<file path="src/rtl/ffb_pkg.sv">
`default_nettype none
package ffb_pkg;

  localparam logic [7:0]  FLAG_BYTE   = 8'h7E;
  localparam logic [15:0] CRC_PRESET  = 16'hFFFF;
  localparam logic [15:0] CRC_POLY    = 16'h1021;
  localparam int          QUEUE_DEPTH = 4;

  // One classified payload byte, as handed from the front to the back.
  typedef struct packed {
    logic [7:0] data;
    logic       open;      // send the opening flag first
    logic       last;      // send FCS and closing flag after the data
    logic [7:0] fcs_lo;
    logic [7:0] fcs_hi;
  } cmd_t;

  typedef struct packed {
    logic full;
    logic empty;
  } q_stat_t;

  typedef enum logic [2:0] {
    PH_HEAD,
    PH_DATA,
    PH_FCS_LO,
    PH_FCS_HI,
    PH_CLOSE
  } phase_t;

  function automatic logic [7:0] rev8(input logic [7:0] v);
    logic [7:0] r;
    for (int i = 0; i < 8; i++) begin
      r[i] = v[7-i];
    end
    return r;
  endfunction

  // MSB-first CRC-16 update over one byte.
  function automatic logic [15:0] crc_byte(input logic [15:0] crc_in, input logic [7:0] b);
    logic [15:0] c;
    c = crc_in ^ {b, 8'h00};
    for (int i = 0; i < 8; i++) begin
      if (c[15]) begin
        c = {c[14:0], 1'b0} ^ CRC_POLY;
      end else begin
        c = {c[14:0], 1'b0};
      end
    end
    return c;
  endfunction

endpackage
`default_nettype wire

</file>
<file path="src/rtl/ffb_if.sv">
`default_nettype none
interface ffb_in_if;
  logic       valid;
  logic       ready;
  logic [7:0] payload_byte;
  logic       frame_end;

  modport source (output valid, output payload_byte, output frame_end, input ready);
  modport sink   (input valid, input payload_byte, input frame_end, output ready);
endinterface

interface ffb_out_if;
  logic       valid;
  logic       ready;
  logic [7:0] line_byte;
  logic       run_last;
  logic       frame_last;

  modport source (output valid, output line_byte, output run_last, output frame_last,
                  input ready);
  modport sink   (input valid, input line_byte, input run_last, input frame_last,
                  output ready);
endinterface
`default_nettype wire

</file>
<file path="src/rtl/ffb_front.sv">
`default_nettype none
module ffb_front
  import ffb_pkg::*;
(
  input  wire logic    clk,
  input  wire logic    rst_n,
  input  wire logic    in_valid,
  output logic         in_ready,
  input  wire logic [7:0] in_payload_byte,
  input  wire logic    in_frame_end,
  input  wire q_stat_t q_stat,
  output logic         push,
  output cmd_t         push_cmd
);

  logic [15:0] crc_r, crc_nxt;
  logic        open_r, open_nxt;
  logic [15:0] crc_base, crc_new, fcs;

  assign in_ready = !q_stat.full;
  assign push     = in_valid && in_ready;

  always_comb begin
    crc_base = open_r ? crc_r : CRC_PRESET;
    crc_new  = crc_byte(crc_base, rev8(in_payload_byte));
    fcs      = crc_new ^ CRC_PRESET;

    push_cmd.data   = in_payload_byte;
    push_cmd.open   = !open_r;
    push_cmd.last   = in_frame_end;
    push_cmd.fcs_lo = rev8(fcs[15:8]);
    push_cmd.fcs_hi = rev8(fcs[7:0]);

    crc_nxt  = crc_r;
    open_nxt = open_r;
    if (push) begin
      if (in_frame_end) begin
        crc_nxt  = CRC_PRESET;
        open_nxt = 1'b0;
      end else begin
        crc_nxt  = crc_new;
        open_nxt = 1'b1;
      end
    end
  end

  always_ff @(posedge clk) begin
    if (!rst_n) begin
      crc_r  <= CRC_PRESET;
      open_r <= 1'b0;
    end else begin
      crc_r  <= crc_nxt;
      open_r <= open_nxt;
    end
  end

endmodule
`default_nettype wire

</file>
<file path="src/rtl/ffb_fifo.sv">
`default_nettype none
module ffb_fifo
  import ffb_pkg::*;
#(
  parameter int DEPTH = QUEUE_DEPTH
) (
  input  wire logic clk,
  input  wire logic rst_n,
  input  wire logic push,
  input  wire cmd_t push_cmd,
  input  wire logic pop,
  output cmd_t      head,
  output q_stat_t   q_stat
);

  localparam int PW = (DEPTH > 1) ? $clog2(DEPTH) : 1;
  localparam int CW = $clog2(DEPTH + 1);
  localparam logic [PW-1:0] LAST_IDX = PW'(DEPTH - 1);
  localparam logic [CW-1:0] FULL_CNT = CW'(DEPTH);

  cmd_t          mem [DEPTH];
  logic [PW-1:0] wr_ptr_r, wr_ptr_nxt;
  logic [PW-1:0] rd_ptr_r, rd_ptr_nxt;
  logic [CW-1:0] count_r, count_nxt;
  logic          do_push, do_pop;

  assign q_stat.full  = (count_r == FULL_CNT);
  assign q_stat.empty = (count_r == '0);
  assign do_push      = push && !q_stat.full;
  assign do_pop       = pop && !q_stat.empty;
  assign head         = mem[rd_ptr_r];

  always_comb begin
    wr_ptr_nxt = wr_ptr_r;
    rd_ptr_nxt = rd_ptr_r;
    count_nxt  = count_r;
    if (do_push) begin
      wr_ptr_nxt = (wr_ptr_r == LAST_IDX) ? '0 : wr_ptr_r + PW'(1);
    end
    if (do_pop) begin
      rd_ptr_nxt = (rd_ptr_r == LAST_IDX) ? '0 : rd_ptr_r + PW'(1);
    end
    if (do_push && !do_pop) begin
      count_nxt = count_r + CW'(1);
    end else if (do_pop && !do_push) begin
      count_nxt = count_r - CW'(1);
    end
  end

  always_ff @(posedge clk) begin
    if (do_push) begin
      mem[wr_ptr_r] <= push_cmd;
    end
  end

  always_ff @(posedge clk) begin
    if (!rst_n) begin
      wr_ptr_r <= '0;
      rd_ptr_r <= '0;
      count_r  <= '0;
    end else begin
      wr_ptr_r <= wr_ptr_nxt;
      rd_ptr_r <= rd_ptr_nxt;
      count_r  <= count_nxt;
    end
  end

  a_count_bound: assert property (@(posedge clk) disable iff (!rst_n)
    count_r <= FULL_CNT)
    else $error("queue count beyond depth");

endmodule
`default_nettype wire

</file>
<file path="src/rtl/ffb_back.sv">
`default_nettype none
module ffb_back
  import ffb_pkg::*;
(
  input  wire logic    clk,
  input  wire logic    rst_n,
  input  wire cmd_t    head,
  input  wire q_stat_t q_stat,
  output logic         pop,
  ffb_out_if.source    out_ch
);

  phase_t     phase_r, phase_nxt;
  logic       out_valid_r, out_valid_nxt;
  logic [7:0] byte_r, byte_nxt;
  logic       run_last_r, run_last_nxt;
  logic       frame_last_r, frame_last_nxt;
  logic       load, emit;

  assign load = !out_valid_r || out_ch.ready;
  assign emit = load && !q_stat.empty;

  always_comb begin
    phase_nxt      = phase_r;
    out_valid_nxt  = out_valid_r;
    byte_nxt       = byte_r;
    run_last_nxt   = run_last_r;
    frame_last_nxt = frame_last_r;
    pop            = 1'b0;

    if (load) begin
      out_valid_nxt = emit;
    end

    if (emit) begin
      frame_last_nxt = 1'b0;
      case (phase_r)
        PH_HEAD: begin
          if (head.open) begin
            byte_nxt  = FLAG_BYTE;
            phase_nxt = PH_DATA;
          end else begin
            byte_nxt = head.data;
            if (head.last) begin
              phase_nxt = PH_FCS_LO;
            end else begin
              pop = 1'b1;
            end
          end
        end
        PH_DATA: begin
          byte_nxt = head.data;
          if (head.last) begin
            phase_nxt = PH_FCS_LO;
          end else begin
            pop       = 1'b1;
            phase_nxt = PH_HEAD;
          end
        end
        PH_FCS_LO: begin
          byte_nxt  = head.fcs_lo;
          phase_nxt = PH_FCS_HI;
        end
        PH_FCS_HI: begin
          byte_nxt  = head.fcs_hi;
          phase_nxt = PH_CLOSE;
        end
        PH_CLOSE: begin
          byte_nxt       = FLAG_BYTE;
          frame_last_nxt = 1'b1;
          pop            = 1'b1;
          phase_nxt      = PH_HEAD;
        end
        default: begin
          phase_nxt = PH_HEAD;
        end
      endcase
      run_last_nxt = pop;
    end
  end

  always_ff @(posedge clk) begin
    if (!rst_n) begin
      phase_r     <= PH_HEAD;
      out_valid_r <= 1'b0;
    end else begin
      phase_r     <= phase_nxt;
      out_valid_r <= out_valid_nxt;
    end
  end

  always_ff @(posedge clk) begin
    byte_r       <= byte_nxt;
    run_last_r   <= run_last_nxt;
    frame_last_r <= frame_last_nxt;
  end

  assign out_ch.valid      = out_valid_r;
  assign out_ch.line_byte  = byte_r;
  assign out_ch.run_last   = run_last_r;
  assign out_ch.frame_last = frame_last_r;

  // Mid-entry phases always have their entry still at the queue head.
  a_entry_held: assert property (@(posedge clk) disable iff (!rst_n)
    phase_r != PH_HEAD |-> !q_stat.empty)
    else $error("entry lost mid sequence");

  // The closing flag ends its transaction group.
  a_close_ends_run: assert property (@(posedge clk) disable iff (!rst_n)
    out_valid_r && frame_last_r |-> run_last_r && byte_r == FLAG_BYTE)
    else $error("closing flag without run end");

  // Popping only happens while sending a byte.
  a_pop_on_emit: assert property (@(posedge clk) disable iff (!rst_n)
    pop |-> emit)
    else $error("queue pop without output transaction");

endmodule
`default_nettype wire

</file>
<file path="src/rtl/flagged_frame_builder_crc16_top.sv">
`default_nettype none
// Channel   Role    Fields                                   Accepted when
// in_ch     sink    payload_byte[7:0], frame_end             valid && ready
// out_ch    source  line_byte[7:0], run_last, frame_last     valid && ready
//
// Each input transaction yields 1 to 5 output transactions, one per cycle
// unless out_ch stalls: plain payload bytes sustain one transaction per
// cycle on both sides. A frame's first byte adds an opening flag; its last
// byte adds FCS low, FCS high and the closing flag, sent by the back
// sequencer's output register. The front computes the CRC combinationally.
// Bytes are registered in the queue, then in the back output register.
// Reset (synchronous, rst_n low) empties the queue, restores CRC to 0xFFFF
// and closes any open frame. in_ch.ready drops only while the queue is full.
module flagged_frame_builder_crc16_top
  import ffb_pkg::*;
#(
  parameter int QUEUE_DEPTH_P = QUEUE_DEPTH  // entries between front and back
) (
  input  wire logic clk,
  input  wire logic rst_n,
  ffb_in_if.sink    in_ch,
  ffb_out_if.source out_ch
);

  q_stat_t q_stat;
  cmd_t    push_cmd;
  cmd_t    head;
  logic    push;
  logic    pop;

  // Front: accepts bytes, runs the CRC, tags flag/FCS needs per byte.
  ffb_front u_front (
    .clk             (clk),
    .rst_n           (rst_n),
    .in_valid        (in_ch.valid),
    .in_ready        (in_ch.ready),
    .in_payload_byte (in_ch.payload_byte),
    .in_frame_end    (in_ch.frame_end),
    .q_stat          (q_stat),
    .push            (push),
    .push_cmd        (push_cmd)
  );

  // Short queue decoupling the two sides.
  ffb_fifo #(
    .DEPTH (QUEUE_DEPTH_P)
  ) u_fifo (
    .clk      (clk),
    .rst_n    (rst_n),
    .push     (push),
    .push_cmd (push_cmd),
    .pop      (pop),
    .head     (head),
    .q_stat   (q_stat)
  );

  // Back: expands each entry into its line bytes.
  ffb_back u_back (
    .clk    (clk),
    .rst_n  (rst_n),
    .head   (head),
    .q_stat (q_stat),
    .pop    (pop),
    .out_ch (out_ch)
  );

endmodule
`default_nettype wire
</file>
<file path="src/flat_wrapper.sv">
// flat-port wrapper written by rule: the top's interface ports become plain ports
module flagged_frame_builder_crc16_top_flat import ffb_pkg::*;
#(
  parameter int QUEUE_DEPTH_P = QUEUE_DEPTH                                   
)
  (clk, rst_n, in_ch_valid, in_ch_payload_byte, in_ch_frame_end, in_ch_ready, out_ch_valid, out_ch_line_byte, out_ch_run_last, out_ch_frame_last, out_ch_ready);
  ffb_in_if in_ch_i ();
  ffb_out_if out_ch_i ();
  input  wire logic clk;
  input  wire logic rst_n;
  input wire logic [$bits(in_ch_i.valid)-1:0] in_ch_valid;
  input wire logic [$bits(in_ch_i.payload_byte)-1:0] in_ch_payload_byte;
  input wire logic [$bits(in_ch_i.frame_end)-1:0] in_ch_frame_end;
  output wire logic [$bits(in_ch_i.ready)-1:0] in_ch_ready;
  output wire logic [$bits(out_ch_i.valid)-1:0] out_ch_valid;
  output wire logic [$bits(out_ch_i.line_byte)-1:0] out_ch_line_byte;
  output wire logic [$bits(out_ch_i.run_last)-1:0] out_ch_run_last;
  output wire logic [$bits(out_ch_i.frame_last)-1:0] out_ch_frame_last;
  input wire logic [$bits(out_ch_i.ready)-1:0] out_ch_ready;
  assign in_ch_i.valid = in_ch_valid;
  assign in_ch_i.payload_byte = in_ch_payload_byte;
  assign in_ch_i.frame_end = in_ch_frame_end;
  assign in_ch_ready = in_ch_i.ready;
  assign out_ch_valid = out_ch_i.valid;
  assign out_ch_line_byte = out_ch_i.line_byte;
  assign out_ch_run_last = out_ch_i.run_last;
  assign out_ch_frame_last = out_ch_i.frame_last;
  assign out_ch_i.ready = out_ch_ready;
  flagged_frame_builder_crc16_top #(.QUEUE_DEPTH_P(QUEUE_DEPTH_P)) u_core (.clk(clk), .rst_n(rst_n), .in_ch(in_ch_i), .out_ch(out_ch_i));
endmodule
</file>
<file path="config.mk">
export PLATFORM = sky130hd
export DESIGN_NAME = flagged_frame_builder_crc16_top_flat
export DESIGN_NICKNAME = d
export VERILOG_FILES = /design/src/rtl/ffb_pkg.sv /design/src/rtl/ffb_if.sv /design/src/rtl/ffb_front.sv /design/src/rtl/ffb_fifo.sv /design/src/rtl/ffb_back.sv /design/src/rtl/flagged_frame_builder_crc16_top.sv /design/src/flat_wrapper.sv
export SDC_FILE = /design/constraint.sdc
export NUM_CORES = 1
export LEC_CHECK = 0
export CORE_MARGIN = 3
export CORE_UTILIZATION = 60
export CTS_BUF_LIST = sky130_fd_sc_hd__clkbuf_4
export DETAILED_ROUTE_END_ITERATION = 16
export DONT_BUFFER_PORTS = 1
export HOLD_SLACK_MARGIN = 0.02
export PLACE_DENSITY_LB_ADDON = 0.2
export SKIP_LAST_GASP = 1
export SYNTH_ARGS = -nofsm -noshare
export SYNTH_HDL_FRONTEND = slang
export SYNTH_HIERARCHICAL = 1
export SYNTH_SLANG_ARGS = --single-unit
</file>
<file path="constraint.sdc">
create_clock -name clk -period 5.7 [get_ports clk]
set_input_delay 1.425 -clock clk [delete_from_list [all_inputs] [get_ports clk]]
set_output_delay 1.425 -clock clk [all_outputs]
set_load 0.005 [all_outputs]
</file>
==> impl_metrics.yaml <==
power_and_ir_drop:
  p_clk_share_pct: 25.0
  swShare_pct: 27.6
  p_sw_mw: 0.756
  combPwrFrac_pct: 21.3
  p_seq_share_pct: 53.7
  irDropWorstVdd_v: 0.000256
  p_int_mw: 1.99
  p_total_mw: 2.74
  leakagePower_nw: 2.24
  p_per_area_nw_per_um2: 408
placed_design:
  io_buffers: 0
  placedInstanceArea_um2: 6400
  place_ws_ns: 2.04
  place.gp.congestion: 0.731
  hpwlAfterDp_um: 7210
  dp_cells: 534
clock_network:
  cts_tree: "built"
  worstSkewPairLatency_ns: 0.51
  postCtsSetupBuffers: 0
  clock-root-buffer: "clkbuf_4"
  cts_hold_buffers: 0
  cts.sink_count: 144
  path_clk_slew_ns: 0.11
  numCtsBuffers: 17
  clockBufferDepth: 2
  h-tree-depth: 4
  ctsResizeCount: 0
floorplan:
  io-pin-count: 25
  start_util_pct: 61.9
  die_w_um: 109
  die_h_um: 109
  dieArea_um2: 11900
  rows: 37
  core-area_um2: 10300
global_routing:
  grt_pass1_wl_um: 17300
  met3_usage_pct: 5.86
  grt_use_total_pct: 20.2
  met2_usage_pct: 31.1
  grt-busiest-layer: "met2"
  grtUsageMet1_pct: 27.4
  antenna_found_initial: 0
  grt_max_degree: 31
  grt_pass1_vias: 3312
  grt_overflow_total: 0
synth:
  synthTopCellsByCount: "edfxtp_1 (114), dfxtp_1 (30), nor2_1 (23)"
  syn_inst: 423
  ys_top_cells_by_area: "edfxtp_1 (54%), dfxtp_1 (9.4%), mux4_2 (7.1%)"
  yosysUniqueCellTypes: 49
  synth.avg_cell_area_um2: 15.1
  yosysTopAreaCellShare_pct: 53.6
  syn_nets: 443
  synth_area_leader_cell: "edfxtp_1"
  ys_seq_area_share_pct: 63.0
  async_flop_share_pct: 0
  synth_warnings: 6
  syn_area_um2: 6390
  synth_top_flop_cell: "edfxtp_1"
  yosysMostFrequentCell: "edfxtp_1"
  ys_seq_elements: 144
  synth_edf_count: 114
setup_path:
  crit_end: "u_core/u_fifo/count_r[2]$_SDFFE_PN0P_"
  start_kind: "flip-flop"
  path_class: "flip-flop to flip-flop"
  reg2reg_setup_slack_ns: 2.10
  r2r-end: "u_core/u_fifo/count_r[2]$_SDFFE_PN0P_"
  endpoint_kind: "flip-flop"
  max_stage_delay_ns: 0.69
  crit_chain: "buf_4 > mux4_2 > nor2b_1 > o31a_1 > nor4_1 > o31ai_1 > ha_1 > inv_1 > fa_1 > xor2_1 > or3_1 > a21boi_0"
  cp.arrival_ns: 4.04
  critPathMaxFanout: 26
  critPathSlowestCell: "mux4_2"
  reg2regPathDepth: 12
  cp.required_ns: 6.14
drt:
  wirelength_um: 10900
  viasPerCell: 5.91
  ant_nets: 0
  drc: 0
  drt-initial-drc-count: 275
  vias: 3345
  drt_first_pass_iters: 4
  wire_per_inst_um: 19.2
timing:
  relSlewSlack_pct: 45.4
  rsz0062_at_grt: "false"
  min_period_ns: 3.60
  hold_ws_ns: 0.501
  worstMarginPinSlew_ns: 0.818
  hold_viol_final: 0
  fmax_ghz: 0.278
  final.setup.tns_ns: 0
  slew_viol_final: 0
  finalClockSkew_ns: 0.0115
  setup_viol: 0
  postLayoutSetupSlackWorst_ns: 2.10
  finalCritPeriodShare_pct: 63.2
finish:
  layout.nets: 437
  fin_util_pct: 65.0
  syn2layout_area_growth_pct: 5.03
  drive_gt1_share_pct: 15.1
  insertedDiodeCount: 0
  fin_area_um2: 6710
  final_cells: 566
hold_path:
  hold_path.class: "flip-flop to flip-flop"
run_status:
  outcome: "complete, no violations"
run:
  drv_cap: 0
-- power by group through the flow --
stage	combinational [mW]	sequential, mW	clock, mW
2_1_floorplan	0.503	1.45	0
3_3_place_gp	0.566	1.49	0
3_5_place_dp	0.584	1.50	0
4_1_cts	0.589	1.47	0.705
5_1_grt	0.651	1.49	0.742
6_report	0.584	1.47	0.686
-- flip-flops by register name, indices dropped and copies added (netlist names), named ones only --
| signal | cells |
|---|---|
| u_core/u_back/out_ch.frame_last | 1 |
| u_core/u_fifo/count_r | 3 |
| u_core/u_back/out_ch.line_byte | 8 |
| u_core/u_fifo/mem | 104 |
| u_core/u_front/open_r | 1 |
| u_core/u_fifo/wr_ptr_r | 2 |
| u_core/u_front/crc_r | 16 |
| u_core/u_fifo/rd_ptr_r | 2 |
| u_core/u_back/phase_r | 3 |
| u_core/u_back/out_ch.run_last | 1 |
| u_core/u_back/out_ch.valid | 1 |
-- metal layers --
layer | wire [µm] | share of wire [%]
met1 | 4840 | 45
met2 | 5310 | 49
met3 | 606 | 5.6
met4 | 106 | 0.98
met5 | 0 | 0
-- placed cells by master (no fill, tap or decap), types with 3 or more instances in the layout --
cell type	instances
a21oi_1	22
nand2b_1	6
xnor3_1	7
bufinv_16	4
nor3b_1	12
inv_1	10
o32ai_1	6
mux4_2	20
clkinv_1	4
ha_1	6
nand3_1	8
mux4_1	6
o21ai_0	17
and2_1	8
a21o_1	3
mux2i_1	3
a31oi_1	3
xnor2_1	11
edfxtp_1	114
a21boi_0	4
nor2b_1	11
mux2_2	8
nor2_1	23
buf_4	7
dfxtp_1	30
xor2_1	12
nand2_1	18
clkbuf_4	19
-- logic make-up after synthesis --
| family | share of synthesized area [%] |
|---|---|
| simple gates | 8.32 |
| flops | 63.0 |
| compound gates | 6.01 |
| xor+xnor | 5.88 |
| fa+ha+maj | 1.49 |
| buf+inv | 3.92 |
| mux | 11.4 |
-- layout make-up --
type                            count  area, µm²
Tap cell                          136        170
Sequential cell                   144       4020
Clock buffer                       19        143
Timing Repair Buffer                7       52.6
Multi-Input combinational cell    237       2110
Fill cell                         734       3610
Inverter                           10       37.5
Clock inverter                     13        169
-- how the worst min path moves through the flow --
| stage | startpoint | end | slack [ns] | cells past startpoint |
|---|---|---|---|---|
| after floorplan | u_core/u_fifo/wr_ptr_r[1]$_SDFFE_PN0P_ | u_core/u_fifo/wr_ptr_r[1]$_SDFFE_PN0P_ | 0.47 | 2 |
| after global placement | u_core/u_fifo/wr_ptr_r[1]$_SDFFE_PN0P_ | u_core/u_fifo/wr_ptr_r[1]$_SDFFE_PN0P_ | 0.48 | 2 |
| after detailed placement | u_core/u_fifo/wr_ptr_r[1]$_SDFFE_PN0P_ | u_core/u_fifo/wr_ptr_r[1]$_SDFFE_PN0P_ | 0.49 | 2 |
| after CTS | u_core/u_fifo/wr_ptr_r[1]$_SDFFE_PN0P_ | u_core/u_fifo/wr_ptr_r[1]$_SDFFE_PN0P_ | 0.51 | 2 |
| after global routing | u_core/u_fifo/wr_ptr_r[1]$_SDFFE_PN0P_ | u_core/u_fifo/wr_ptr_r[1]$_SDFFE_PN0P_ | 0.55 | 2 |
| final | u_core/u_fifo/wr_ptr_r[1]$_SDFFE_PN0P_ | u_core/u_fifo/wr_ptr_r[1]$_SDFFE_PN0P_ | 0.50 | 2 |
-- critical path: cells and delay by family, from the launching register on --
| kind | cells | cell delay (ns) |
|---|---|---|
| flip-flops | 1 | 0.34 |
| buffers and inverters | 2 | 0.49 |
| AND/OR/NAND/NOR | 3 | 0.75 |
| adder cells (fa/ha/maj) | 2 | 0.45 |
| multiplexers | 1 | 0.69 |
| XOR/XNOR | 1 | 0.09 |
| AO/OA/AOI/OAI | 3 | 0.70 |
No activity file was read; power rests on OpenSTA's default activity.
